### src/hdl/nms_pkg.sv
// Package for the Nixie multiplex scanner: shared constants, register indexes
// and the structs that pass between the front end, the queue and the scan engine.
// No dependencies.
package nms_pkg;

    localparam int TUBE_COUNT_DEF  = 8;
    localparam int ANODE_COUNT_DEF = 4;
    localparam int QUEUE_DEPTH     = 4;

    localparam int CODE_W    = 5;
    localparam int PULSE_W   = 16;
    localparam int DUTY_W    = 9;
    localparam int ANODE_W   = 4;
    localparam int INDEX_W   = 3;
    localparam int CHAR_W    = 8;
    localparam int CFG_ADDR_W = 1;

    localparam logic [CODE_W-1:0]  BLANK_CODE  = 5'd15;
    localparam logic [CODE_W-1:0]  DOT_CODE    = 5'd31;
    localparam logic [PULSE_W-1:0] PULSE_RESET = 16'd100;
    localparam logic [DUTY_W-1:0]  DUTY_ONE    = 9'd256;

    localparam logic [CHAR_W-1:0] CHAR_ZERO = 8'h30;
    localparam logic [CHAR_W-1:0] CHAR_NINE = 8'h39;
    localparam logic [CHAR_W-1:0] CHAR_DOT  = 8'h2E;

    // Item kinds on the input tuser bit.
    localparam logic OP_TICK  = 1'b0;
    localparam logic OP_WRITE = 1'b1;

    // Configuration register indexes.
    localparam logic [CFG_ADDR_W-1:0] REG_PULSE_TICKS = 1'b0;
    localparam logic [CFG_ADDR_W-1:0] REG_DUTY_Q8     = 1'b1;

    // A classified word as it waits in the queue.
    typedef struct packed {
        logic               is_write;
        logic [INDEX_W-1:0] tube_index;
        logic [CODE_W-1:0]  code;
    } nms_item_t;

    // One configuration write.
    typedef struct packed {
        logic                  en;
        logic [CFG_ADDR_W-1:0] addr;
        logic [PULSE_W-1:0]    data;
    } nms_cfg_t;

    // One result word.
    typedef struct packed {
        logic [CODE_W-1:0]  cathode_high_group;
        logic [CODE_W-1:0]  cathode_low_group;
        logic [ANODE_W-1:0] anode_enable;
    } nms_result_t;

endpackage

### src/hdl/nms_front.sv
// Front end of the Nixie multiplex scanner: classifies each accepted word and
// decodes a character into its 5-bit cathode code. Depends on nms_pkg.
module nms_front (
    input  logic                        in_valid,
    input  logic                        in_ready,
    input  logic                        operation,
    input  logic [nms_pkg::INDEX_W-1:0] tube_index,
    input  logic [nms_pkg::CHAR_W-1:0]  char_code,
    output logic                        push,
    output nms_pkg::nms_item_t          item
);

    logic [nms_pkg::CODE_W-1:0] code;

    // Digits map to their binary value, which is simply the low nibble.
    always_comb begin
        if (char_code >= nms_pkg::CHAR_ZERO && char_code <= nms_pkg::CHAR_NINE) begin
            code = {1'b0, char_code[3:0]};
        end else if (char_code == nms_pkg::CHAR_DOT) begin
            code = nms_pkg::DOT_CODE;
        end else begin
            code = nms_pkg::BLANK_CODE;
        end
    end

    assign push            = in_valid && in_ready;
    assign item.is_write   = (operation == nms_pkg::OP_WRITE);
    assign item.tube_index = tube_index;
    assign item.code       = code;

endmodule

### src/hdl/nms_queue.sv
// Short queue between the front end and the scan engine of the Nixie
// multiplex scanner. Depends on nms_pkg for the item type and depth.
module nms_queue (
    input  logic               aclk,
    input  logic               aresetn,
    input  logic               push,
    input  nms_pkg::nms_item_t push_item,
    output logic               not_full,
    input  logic               pop,
    output logic               not_empty,
    output nms_pkg::nms_item_t head_item
);

    localparam int DEPTH = nms_pkg::QUEUE_DEPTH;
    localparam int PTR_W = (DEPTH > 1) ? $clog2(DEPTH) : 1;
    localparam int CNT_W = $clog2(DEPTH + 1);

    nms_pkg::nms_item_t slot_reg [DEPTH];
    logic [PTR_W-1:0] wr_ptr_reg, wr_ptr_next;
    logic [PTR_W-1:0] rd_ptr_reg, rd_ptr_next;
    logic [CNT_W-1:0] count_reg, count_next;

    function automatic logic [PTR_W-1:0] ptr_inc(input logic [PTR_W-1:0] p);
        if (p == PTR_W'(DEPTH - 1)) begin
            return '0;
        end
        return p + 1'b1;
    endfunction

    assign not_full  = (count_reg != CNT_W'(DEPTH));
    assign not_empty = (count_reg != '0);
    assign head_item = slot_reg[rd_ptr_reg];

    always_comb begin
        wr_ptr_next = push ? ptr_inc(wr_ptr_reg) : wr_ptr_reg;
        rd_ptr_next = pop  ? ptr_inc(rd_ptr_reg) : rd_ptr_reg;
        count_next  = count_reg;
        if (push && !pop) begin
            count_next = count_reg + 1'b1;
        end else if (pop && !push) begin
            count_next = count_reg - 1'b1;
        end
    end

    always_ff @(posedge aclk) begin
        if (!aresetn) begin
            wr_ptr_reg <= '0;
            rd_ptr_reg <= '0;
            count_reg  <= '0;
        end else begin
            wr_ptr_reg <= wr_ptr_next;
            rd_ptr_reg <= rd_ptr_next;
            count_reg  <= count_next;
        end
    end

    always_ff @(posedge aclk) begin
        if (push) begin
            slot_reg[wr_ptr_reg] <= push_item;
        end
    end

endmodule

### src/hdl/nms_back.sv
// Scan engine of the Nixie multiplex scanner: configuration registers, tube
// code store, phase sequencer and the output register. Depends on nms_pkg.
module nms_back #(
    parameter int TUBE_COUNT  = nms_pkg::TUBE_COUNT_DEF,
    parameter int ANODE_COUNT = nms_pkg::ANODE_COUNT_DEF
) (
    input  logic                aclk,
    input  logic                aresetn,
    input  nms_pkg::nms_cfg_t   cfg,
    input  logic                item_valid,
    input  nms_pkg::nms_item_t  item,
    output logic                pop,
    output logic                out_valid,
    input  logic                out_ready,
    output nms_pkg::nms_result_t out_word
);

    localparam int SCAN_W  = (ANODE_COUNT > 1) ? $clog2(ANODE_COUNT) : 1;
    localparam int PULSE_W = nms_pkg::PULSE_W;
    localparam int DUTY_W  = nms_pkg::DUTY_W;
    localparam int CODE_W  = nms_pkg::CODE_W;
    localparam int PROD_W  = PULSE_W + DUTY_W;

    logic [PULSE_W-1:0] pulse_reg, pulse_next;
    logic [DUTY_W-1:0]  duty_reg,  duty_next;
    logic [PULSE_W-1:0] on_len_reg, off_len_reg;
    logic [PROD_W-1:0]  product;
    logic [PULSE_W-1:0] on_len_calc;

    logic [CODE_W-1:0] low_codes_reg  [ANODE_COUNT];
    logic [CODE_W-1:0] high_codes_reg [ANODE_COUNT];
    logic [CODE_W-1:0] low_codes_next [ANODE_COUNT];
    logic [CODE_W-1:0] high_codes_next[ANODE_COUNT];

    logic               in_on_reg, in_on_next;
    logic [SCAN_W-1:0]  scan_reg, scan_next;
    logic [PULSE_W-1:0] ticks_reg, ticks_next;

    logic               out_valid_reg, out_valid_next;
    nms_pkg::nms_result_t out_word_reg, out_word_next;

    logic               is_tick;
    logic               adv1, adv2, p1_on, p2_on;
    logic [SCAN_W-1:0]  p1_scan, p2_scan;
    logic [PULSE_W-1:0] len_cur, len_p1;
    logic               show_on;
    logic [SCAN_W-1:0]  show_scan;

    function automatic logic [SCAN_W-1:0] scan_inc(input logic [SCAN_W-1:0] s);
        if (s == SCAN_W'(ANODE_COUNT - 1)) begin
            return '0;
        end
        return s + 1'b1;
    endfunction

    // Configuration writes; illegal values leave the register as it was.
    always_comb begin
        pulse_next = pulse_reg;
        duty_next  = duty_reg;
        if (cfg.en) begin
            case (cfg.addr)
                nms_pkg::REG_PULSE_TICKS: begin
                    if (cfg.data != '0) begin
                        pulse_next = cfg.data;
                    end
                end
                nms_pkg::REG_DUTY_Q8: begin
                    if (cfg.data[DUTY_W-1:0] != '0 &&
                        cfg.data[DUTY_W-1:0] <= nms_pkg::DUTY_ONE) begin
                        duty_next = cfg.data[DUTY_W-1:0];
                    end
                end
                default: begin
                end
            endcase
        end
    end

    // Phase lengths are registered from the configuration registers.
    assign product     = PROD_W'(pulse_reg) * PROD_W'(duty_reg);
    assign on_len_calc = product[PULSE_W+7:8];

    always_ff @(posedge aclk) begin
        if (!aresetn) begin
            pulse_reg   <= nms_pkg::PULSE_RESET;
            duty_reg    <= nms_pkg::DUTY_ONE;
            on_len_reg  <= nms_pkg::PULSE_RESET;
            off_len_reg <= '0;
        end else begin
            pulse_reg   <= pulse_next;
            duty_reg    <= duty_next;
            on_len_reg  <= on_len_calc;
            off_len_reg <= pulse_reg - on_len_calc;
        end
    end

    assign pop     = item_valid && (!out_valid_reg || out_ready);
    assign is_tick = !item.is_write;

    // Tube store, split so that each bank is read at the scan index only.
    always_comb begin
        for (int j = 0; j < ANODE_COUNT; j++) begin
            low_codes_next[j]  = low_codes_reg[j];
            high_codes_next[j] = high_codes_reg[j];
            if (pop && item.is_write) begin
                if (j < TUBE_COUNT && int'(item.tube_index) == j) begin
                    low_codes_next[j] = item.code;
                end
                if (j + ANODE_COUNT < TUBE_COUNT &&
                    int'(item.tube_index) == j + ANODE_COUNT) begin
                    high_codes_next[j] = item.code;
                end
            end
        end
    end

    // Up to two phase changes per tick; only one of on and off can be empty.
    always_comb begin
        len_cur = in_on_reg ? on_len_reg : off_len_reg;
        adv1    = (ticks_reg >= len_cur);
        p1_on   = adv1 ? !in_on_reg : in_on_reg;
        p1_scan = (adv1 && !in_on_reg) ? scan_inc(scan_reg) : scan_reg;
        len_p1  = p1_on ? on_len_reg : off_len_reg;
        adv2    = adv1 && (len_p1 == '0);
        p2_on   = adv2 ? !p1_on : p1_on;
        p2_scan = (adv2 && !p1_on) ? scan_inc(p1_scan) : p1_scan;

        in_on_next = in_on_reg;
        scan_next  = scan_reg;
        ticks_next = ticks_reg;
        if (pop && is_tick) begin
            in_on_next = p2_on;
            scan_next  = p2_scan;
            ticks_next = adv1 ? PULSE_W'(1) : ticks_reg + 1'b1;
        end

        show_on   = (pop && is_tick) ? p2_on : in_on_reg;
        show_scan = (pop && is_tick) ? p2_scan : scan_reg;
    end

    always_comb begin
        out_word_next = out_word_reg;
        if (pop) begin
            for (int a = 0; a < nms_pkg::ANODE_W; a++) begin
                out_word_next.anode_enable[a] = show_on && (int'(show_scan) == a);
            end
            out_word_next.cathode_low_group  = low_codes_next[show_scan];
            out_word_next.cathode_high_group = high_codes_next[show_scan];
        end
        if (pop) begin
            out_valid_next = 1'b1;
        end else if (out_ready) begin
            out_valid_next = 1'b0;
        end else begin
            out_valid_next = out_valid_reg;
        end
    end

    always_ff @(posedge aclk) begin
        if (!aresetn) begin
            in_on_reg     <= 1'b1;
            scan_reg      <= '0;
            ticks_reg     <= '0;
            out_valid_reg <= 1'b0;
            for (int j = 0; j < ANODE_COUNT; j++) begin
                low_codes_reg[j]  <= nms_pkg::BLANK_CODE;
                high_codes_reg[j] <= nms_pkg::BLANK_CODE;
            end
        end else begin
            in_on_reg     <= in_on_next;
            scan_reg      <= scan_next;
            ticks_reg     <= ticks_next;
            out_valid_reg <= out_valid_next;
            for (int j = 0; j < ANODE_COUNT; j++) begin
                low_codes_reg[j]  <= low_codes_next[j];
                high_codes_reg[j] <= high_codes_next[j];
            end
        end
    end

    always_ff @(posedge aclk) begin
        out_word_reg <= out_word_next;
    end

    assign out_valid = out_valid_reg;
    assign out_word  = out_word_reg;

endmodule

### src/hdl/nixie_multiplex_scanner.sv
// Top level of the Nixie multiplex scanner: stream ports, configuration port
// and the front end, queue and scan engine. Depends on nms_pkg and the nms_ modules.
//
// This block scans eight Nixie tubes that share four anodes and two cathode groups.
// Every input word is either a tick, which advances the scan by one tick, or a
// write, which stores one tube's character as a 5-bit cathode code ('0' to '9'
// in binary, '.' as 31, anything else as the blank code 15). Every word gives
// exactly one result word, showing the anode drive of the current phase and the
// codes of tube i and tube i plus the anode count. Words are taken at one per
// clock cycle for as long as results are taken at the same pace; an accepted
// word is registered first into the four-deep queue and then into the output
// register. The queue is four words deep, so while the output side is stalled
// the input side keeps accepting until four words wait behind the held result
// word. The on length is recomputed from the pulse and duty registers through
// a single 16 by 9 bit multiplier and is registered after those registers take
// a configuration write; as every word passes through the queue before it is
// carried out, the new lengths are in place before any word accepted after the
// write is carried out. Writes of illegal values (zero pulse, duty whose low
// nine bits are zero or above 256) are ignored.
module nixie_multiplex_scanner #(
    parameter int TUBE_COUNT  = nms_pkg::TUBE_COUNT_DEF,
    parameter int ANODE_COUNT = nms_pkg::ANODE_COUNT_DEF
) (
    input  logic        aclk,
    input  logic        aresetn,
    // Input words.
    input  logic        s_tvalid,
    output logic        s_tready,
    input  logic [15:0] s_tdata,   // [2:0] tube_index, [10:3] char_code, rest zero
    input  logic [0:0]  s_tuser,   // [0] operation: 0 tick, 1 write
    // Result words.
    output logic        m_tvalid,
    input  logic        m_tready,
    output logic [15:0] m_tdata,   // [3:0] anode_enable, [8:4] cathode_low_group,
                                   // [13:9] cathode_high_group, rest zero
    // Configuration: index 0 pulse_ticks, index 1 duty_q8.
    input  logic                              cfg_wr_en,
    input  logic [nms_pkg::CFG_ADDR_W-1:0]    cfg_addr,
    input  logic [nms_pkg::PULSE_W-1:0]       cfg_wdata
);

    logic                 push;
    logic                 pop;
    logic                 q_not_full;
    logic                 q_not_empty;
    nms_pkg::nms_item_t   push_item;
    nms_pkg::nms_item_t   head_item;
    nms_pkg::nms_cfg_t    cfg;
    nms_pkg::nms_result_t result;

    assign cfg.en   = cfg_wr_en;
    assign cfg.addr = cfg_addr;
    assign cfg.data = cfg_wdata;

    assign s_tready = q_not_full;

    // The front end classifies the word and decodes the character.
    nms_front u_front (
        .in_valid   (s_tvalid),
        .in_ready   (q_not_full),
        .operation  (s_tuser[0]),
        .tube_index (s_tdata[2:0]),
        .char_code  (s_tdata[10:3]),
        .push       (push),
        .item       (push_item)
    );

    nms_queue u_queue (
        .aclk      (aclk),
        .aresetn   (aresetn),
        .push      (push),
        .push_item (push_item),
        .not_full  (q_not_full),
        .pop       (pop),
        .not_empty (q_not_empty),
        .head_item (head_item)
    );

    // The scan engine carries out one queued word per cycle while its result word is not held by the output side.
    nms_back #(
        .TUBE_COUNT  (TUBE_COUNT),
        .ANODE_COUNT (ANODE_COUNT)
    ) u_back (
        .aclk       (aclk),
        .aresetn    (aresetn),
        .cfg        (cfg),
        .item_valid (q_not_empty),
        .item       (head_item),
        .pop        (pop),
        .out_valid  (m_tvalid),
        .out_ready  (m_tready),
        .out_word   (result)
    );

    assign m_tdata = {2'b00, result};

endmodule

### config.mk
export PLATFORM = sky130hd
export DESIGN_NAME = nixie_multiplex_scanner
export DESIGN_NICKNAME = d
export VERILOG_FILES = /design/src/hdl/nms_pkg.sv /design/src/hdl/nms_front.sv /design/src/hdl/nms_queue.sv /design/src/hdl/nms_back.sv /design/src/hdl/nixie_multiplex_scanner.sv
export SDC_FILE = /design/constraint.sdc
export NUM_CORES = 1
export LEC_CHECK = 0
export ABC_AREA = 1
export BUFFER_PORTS_ARGS = -buffer_cell sky130_fd_sc_hd__buf_4
export CELL_PAD_IN_SITES_DETAIL_PLACEMENT = 1
export CELL_PAD_IN_SITES_GLOBAL_PLACEMENT = 2
export CORE_UTILIZATION = 25
export CTS_CLUSTER_SIZE = 20
export DETAILED_ROUTE_END_ITERATION = 6
export PLACE_DENSITY_LB_ADDON = 0.3
export SLEW_MARGIN = 20
export SYNTH_ARGS = -nofsm -noshare
export SYNTH_HDL_FRONTEND = slang
export SYNTH_SLANG_ARGS = --single-unit
### constraint.sdc
create_clock -name aclk -period 16.7 [get_ports aclk]
set_input_delay 3.34 -clock aclk [delete_from_list [all_inputs] [get_ports aclk]]
set_output_delay 3.34 -clock aclk [all_outputs]
set_load 0.01 [all_outputs]
# Word level (Yosys, flattened, before mapping)
# Memory sizes are Yosys's and may differ from the RTL's. A register that Yosys moved wholly into a read port is not among the register bits.
# Index checks and enable logic that the tools add are counted.
totals:
  mem_count: 3
  out_inout_bits: 18
  ramBits: 76
  ff_bits: 98
  word_cells: 152
memory_table:
  columns: ["name", "words", "word_bits", "rd", "rd_ports_with_merged_regs", "wr", "line_no", "text"]
  rows:
  - ["u_queue.slot_reg", 4, 9, 1, 1, 1, "nms_queue.sv:18", "nms_pkg::nms_item_t slot_reg [DEPTH];"]
  - ["u_back.high_codes_reg", 4, 5, 4, 0, 4, "nms_back.sv:31", "logic [CODE_W-1:0] high_codes_reg [ANODE_COUNT];"]
  - ["u_back.low_codes_reg", 4, 5, 4, 0, 4, "nms_back.sv:30", "logic [CODE_W-1:0] low_codes_reg [ANODE_COUNT];"]
op_classes:
  n_mul: 1
  n_eq_ne: 16
  bitwise: 10
  reduce_logical: 32
  muxes: 63
  magnitude_cmp: 5
  add_sub_neg: 8
ops:
  columns: ["op", "count"]
  rows:
  - ["$mux W5", 30]
  - ["$mux W16", 3]
  - ["$mux W2", 13]
  - ["$mul A16 B9 Y24", 1]
  - ["$bmux W5 S2", 2]
  - ["$add A16 B1 Y16 const B", 1]
  - ["$ge A16 B16 Y1", 1]
  - ["$logic_not A16 Y1", 1]
  - ["$reduce_bool A16 Y1", 1]
  - ["$sub A16 B16 Y16", 1]
  - ["$logic_and A1 B1 Y1", 15]
  - ["$mux W1", 13]
  - ["$eq A2 B2 Y1 const B", 6]
  - ["$eq A3 B3 Y1 const B", 4]
  - ["$le A9 B9 Y1 const B", 1]
  - ["$reduce_bool A9 Y1", 1]
  - ["$add A2 B1 Y2 const B", 4]
  - ["$eq A8 B6 Y1 const B", 1]
  - ["$ge A8 B6 Y1 const B", 1]
  - ["$le A8 B6 Y1 const B", 1]
  - ["$or A1 B1 Y1", 8]
  - ["$eq A3 B2 Y1 const B", 2]
  - ["$logic_not A1 Y1", 6]
  - ["$mux W3", 2]
  - ["other kinds (14)", 16]

# Depth between registers and ports, before layout
logic_depth:
  depth_word: 13
  depth_mapped: 36
  depth_no_buf: 34

# Modules after synthesis
# A second synthesis with hierarchy kept.
hier_totals:
  cells_unflattened: 1685
  area_unflattened_um2: 12969.9
by_module_without_submodules:
  columns: ["module", "area_each_um2", "cells_per_inst", "seq_area_each_um2", "instances"]
  rows:
  - ["nms_back", 10931.7, 1511, 2762.6, 1]
  - ["nms_queue", 1899.3, 146, 1261.2, 1]
  - ["nms_front", 120.1, 25, 0.0, 1]
  - ["nixie_multiplex_scanner", 18.8, 3, 0.0, 1]

# Worst setup path after synthesis
# Ideal clock, no wire load.
synth_timing:
  kind: "register to register"
  startpoint: "register u_back.duty_reg[8]"
  endpoint: "register u_back.off_len_reg[14]"
  stages_incl_launch_ff: 31
  n_path_buf: 2
  setup_slack_ps: 10731
  required_ps: 16585
  arrival_ps: 5854
  setup_time_ps: 115
  synth_period_minus_slack_ps: 5969
  path_cell_list: "dfxtp_1 clkbuf_1 clkbuf_1 nand2_1 fa_1 fa_1 inv_1 fa_1 inv_1 fa_1 inv_1 ha_1 nand2_1 inv_1 nand3_1 o311ai_0 xnor2_1 inv_1 fa_1 o31ai_1 nand2_1 nand2_1 nand2_1 nand2_1 nand4_1 nand2_1 nand2_1 nand2_2 nand2_1 a21oi_1 nor2_1"
synth_between:
  elab_chain_len: 2
synth_rtl:
  columns: ["item", "line_no", "text"]
  rows:
  - ["start: declaration", "nms_back.sv:25", "logic [DUTY_W-1:0] duty_reg, duty_next;"]
  - ["start signal: assignment", "nms_back.sv:86", "duty_reg <= nms_pkg::DUTY_ONE;"]
  - ["start signal: assignment", "nms_back.sv:91", "duty_reg <= duty_next;"]
  - ["$mul A16 B9 Y24", "nms_back.sv:80", "assign product = PROD_W'(pulse_reg) * PROD_W'(duty_reg);"]
  - ["named net u_back.product[9]", "nms_back.sv:27", "logic [PROD_W-1:0] product;"]
  - ["$sub A16 B16 Y16", "nms_back.sv:93", "off_len_reg <= pulse_reg - on_len_calc;"]
  - ["end signal: assignment", "nms_back.sv:93", null]
  - ["end: declaration", "nms_back.sv:26", "logic [PULSE_W-1:0] on_len_reg, off_len_reg;"]
# The timed path passes the listed nets, and every way through them passes these cells.
# A chain may end at the register's enable or synchronous reset.

# Final worst setup path
layout_timing:
  startpoint: "register u_back.duty_reg[1]"
  endpoint: "register u_back.off_len_reg[14]"
# The elaborated chain is that of the path after synthesis.

==> impl_metrics.json <==
{
  "status": "finished, final reports clean",
  "gp_routability_congestion": 0.745,
  "cp-end-kind": "flip-flop",
  "worstSetupStartpoint": "u_back.duty_reg[1]",
  "cts.sink_count": 176,
  "critPathLaunchType": "flip-flop",
  "hold_violations": 0,
  "cts_setup_buffers": 0,
  "drive_gt1_share_pct": 7.60,
  "clkSlewWorstSetupHoldPaths_ns": 0.08,
  "place_inst": 2312,
  "nNetsFinal": 1868,
  "holdPathEnd": "u_back.high_codes_reg[0][1]",
  "vias_per_cell": 4.41,
  "synth_cell_type_count": 53,
  "ys_seq_elements": 176,
  "hold_start": "u_back.high_codes_reg[0][1]",
  "path_class": "reg2reg",
  "first_iter_violations": 361,
  "portBuffers": 49,
  "worst_pin_slew_ns": 0.958,
  "setup_viol_count_final": 0,
  "core_um2": 50200,
  "avgRoutedWirePerCell_um": 15.4,
  "fin_crit_ns": 6.55,
  "grt_use_total_pct": 14.9,
  "switching_share_pct": 39.7,
  "cts.repair.resized": 0,
  "setup_ws_ns": 10.15,
  "r2r-start": "u_back.duty_reg[1]",
  "fin_skew_ns": 0.0173,
  "hold_class": "reg2reg",
  "worst-endpoint-required_ns": 17.04,
  "max_freq_mhz": 153,
  "drt_wl_total_mm": 36.0,
  "antennaDiodeCount": 0,
  "ir_drop_v": 0.0000679,
  "slew_headroom_pct": 36.0,
  "rsz0062_at_grt": "false",
  "syn-cell-area_um2": 12700,
  "clk_latency_ns": 0.46,
  "antenna_found_initial": 0,
  "drtAntennaViolNets": 0,
  "die_w_um": 227,
  "die_h_um": 227,
  "drt_pass1_iterations": 5,
  "reg2reg_slack_ns": 10.15,
  "preCtsSetupSlack_ns": 10.05,
  "syn_inst": 1644,
  "root_buffer": "clkbuf_16",
  "rows": 82,
  "crit_path_frequent_cell": "nand2_1",
  "min_path_cells": 2,
  "route.detailed.drc": 0,
  "syn_avg_cell_area_um2": 7.72,
  "power_frac_seq_pct": 39.1,
  "total_leakage_power_nw": 7.00,
  "cts_buffers": 17,
  "crit_fanout": 17,
  "ys.flop_type": "dfxtp_1",
  "pwr-share-clk_pct": 28.0,
  "synth_edf_count": 50,
  "dpl.hpwl_mm": 27.8,
  "fin_setup_tns_ns": 0,
  "ioPinCount": 57,
  "htreeDepth": 4,
  "internal-power_w": 0.000872,
  "p_per_area_nw_per_um2": 101,
  "final-max-slew-violation-count": 0,
  "dieArea_um2": 51700,
  "cp_data_arrival_time_ns": 6.90,
  "overflow": 0,
  "power_w": 0.00145,
  "fin_util_pct": 28.5,
  "num_vias": 10300,
  "grt_pass1_wl_mm": 59.3,
  "yosysSeqAreaShare_pct": 31.7,
  "clockBufferDepth": 2,
  "critPathMaxStageDelay_ns": 0.96,
  "async_flop_share_pct": 0,
  "power_frac_comb_pct": 32.9,
  "grt_max_degree": 39,
  "area_growth_syn_to_layout_pct": 12.5,
  "finalCritPeriodShare_pct": 39.3,
  "start_util_pct": 25.3,
  "maxCapViolations": 0,
  "grt_pass1_vias": 11200,
  "hold_buffers": 0,
  "rr_endpoint": "u_back.off_len_reg[14]",
  "r2r_cells": 28,
  "switchingPower_w": 0.000573,
  "cts_tree": "done",
  "largest_reg_flops": 36,
  "slowest_stage": "dfxtp_1",
  "instances_no_fill": 2344,
  "synth_warnings": 0
}
worst max-delay path: cells and delay by family, from the launching register on:
| family | cells | cell delay [ns] |
|---|---|---|
| xor+xnor | 1 | 0.23 |
| compound gates | 3 | 0.91 |
| simple gates | 13 | 1.14 |
| flops | 1 | 0.96 |
| fa+ha+maj | 6 | 2.84 |
| buf+inv | 5 | 0.35 |
synthesized netlist by cell type, types with 5 or more instances:
cell | number | share of area (%)
clkbuf_1 | 50 | 1.5
inv_2 | 5 | 0.15
nor4_1 | 9 | 0.44
a21oi_1 | 122 | 4.8
nand4_1 | 10 | 0.49
o21ai_0 | 57 | 2.2
mux2i_1 | 6 | 0.47
xor2_1 | 14 | 0.97
nand2_2 | 15 | 0.74
nand3_1 | 49 | 1.9
o21bai_1 | 5 | 0.30
xnor2_1 | 12 | 0.83
ha_1 | 71 | 7.0
dfxtp_1 | 126 | 20
nor2_1 | 135 | 4.0
a32oi_1 | 7 | 0.48
o21ai_1 | 5 | 0.20
inv_1 | 320 | 9.5
o22ai_1 | 7 | 0.34
fa_1 | 99 | 16
buf_2 | 6 | 0.24
o221ai_1 | 11 | 0.76
nor3_1 | 10 | 0.39
edfxtp_1 | 50 | 12
nand2_1 | 392 | 12
cell usage in the layout (no fill, tap or decap), types with 4 or more instances in the layout:
cell,count
ha_1,71
o21bai_1,5
nor3_1,10
buf_4,56
nand3_2,4
o21ai_1,5
dfxtp_1,126
nor2_2,4
nand2_1,392
clkinv_1,4
xor2_1,14
o221ai_1,11
inv_1,320
a21oi_1,122
o21ai_0,57
xnor2_1,12
nand2_2,15
inv_2,5
nor2_1,135
clkbuf_16,17
o22ai_1,7
edfxtp_1,50
a32oi_1,7
o21a_1,4
nor4_1,9
nand4_1,10
inv_8,8
mux2i_1,6
nand3_1,49
fa_1,99
how the worst max path moves through the flow:
stage / cells past startpoint / to
6_report: 28 / u_back.off_len_reg[14]
4_1_cts: 28 / u_back.off_len_reg[14]
3_5_place_dp: 28 / u_back.off_len_reg[14]
3_3_place_gp: 28 / u_back.off_len_reg[14]
2_1_floorplan: 30 / u_back.off_len_reg[14]
5_1_grt: 31 / u_back.off_len_reg[15]
stage by stage:
step	area (µm²)	hold slack (ns)
5_1_grt	14300	0.474
2_1_floorplan	12700	0.419
6_report	14300	0.449
4_1_cts	14300	0.454
3_3_place_gp	13700	0.426
3_5_place_dp	13700	0.437
area by class of cell:
cell class,instances,area [µm²]
well taps,672,841
multi-input cells,1077,7170
repair buffers,56,420
clock buffers,17,425
inverters,331,1250
clock inverters,15,153
fillers,6056,35900
flip-flops and latches,176,4020
metal layers:
metal  track usage [%]  vias up  wire length, µm
li1                  -     5138                -
met1              18.0     5059            16200
met2              27.4      110            18400
met3              2.14       35              893
met4              3.85        0              555
met5                 0        -                0
cell families (layout without fill, tap and decap cells):
family	Yosys count	in the layout	synth area share (%)
mux	6	6	0.473
flops	176	176	31.7
xor+xnor	26	26	1.79
fa+ha+maj	170	170	22.6
simple gates	637	637	20.9
compound gates	236	236	10.7
buf+inv	392	419	11.9
other cells	1	2	0.0295
power by group through the flow:
stage | Combinational [W] | Clock [W] | Sequential [W]
finish | 0.000475 | 0.000404 | 0.000566
global route | 0.000552 | 0.000437 | 0.000576
CTS | 0.000490 | 0.000421 | 0.000568
detailed placement | 0.000487 | 0 | 0.000578
global placement | 0.000475 | 0 | 0.000575
floorplan | 0.000351 | 0 | 0.000551
Power figures use the tool's default switching activity.
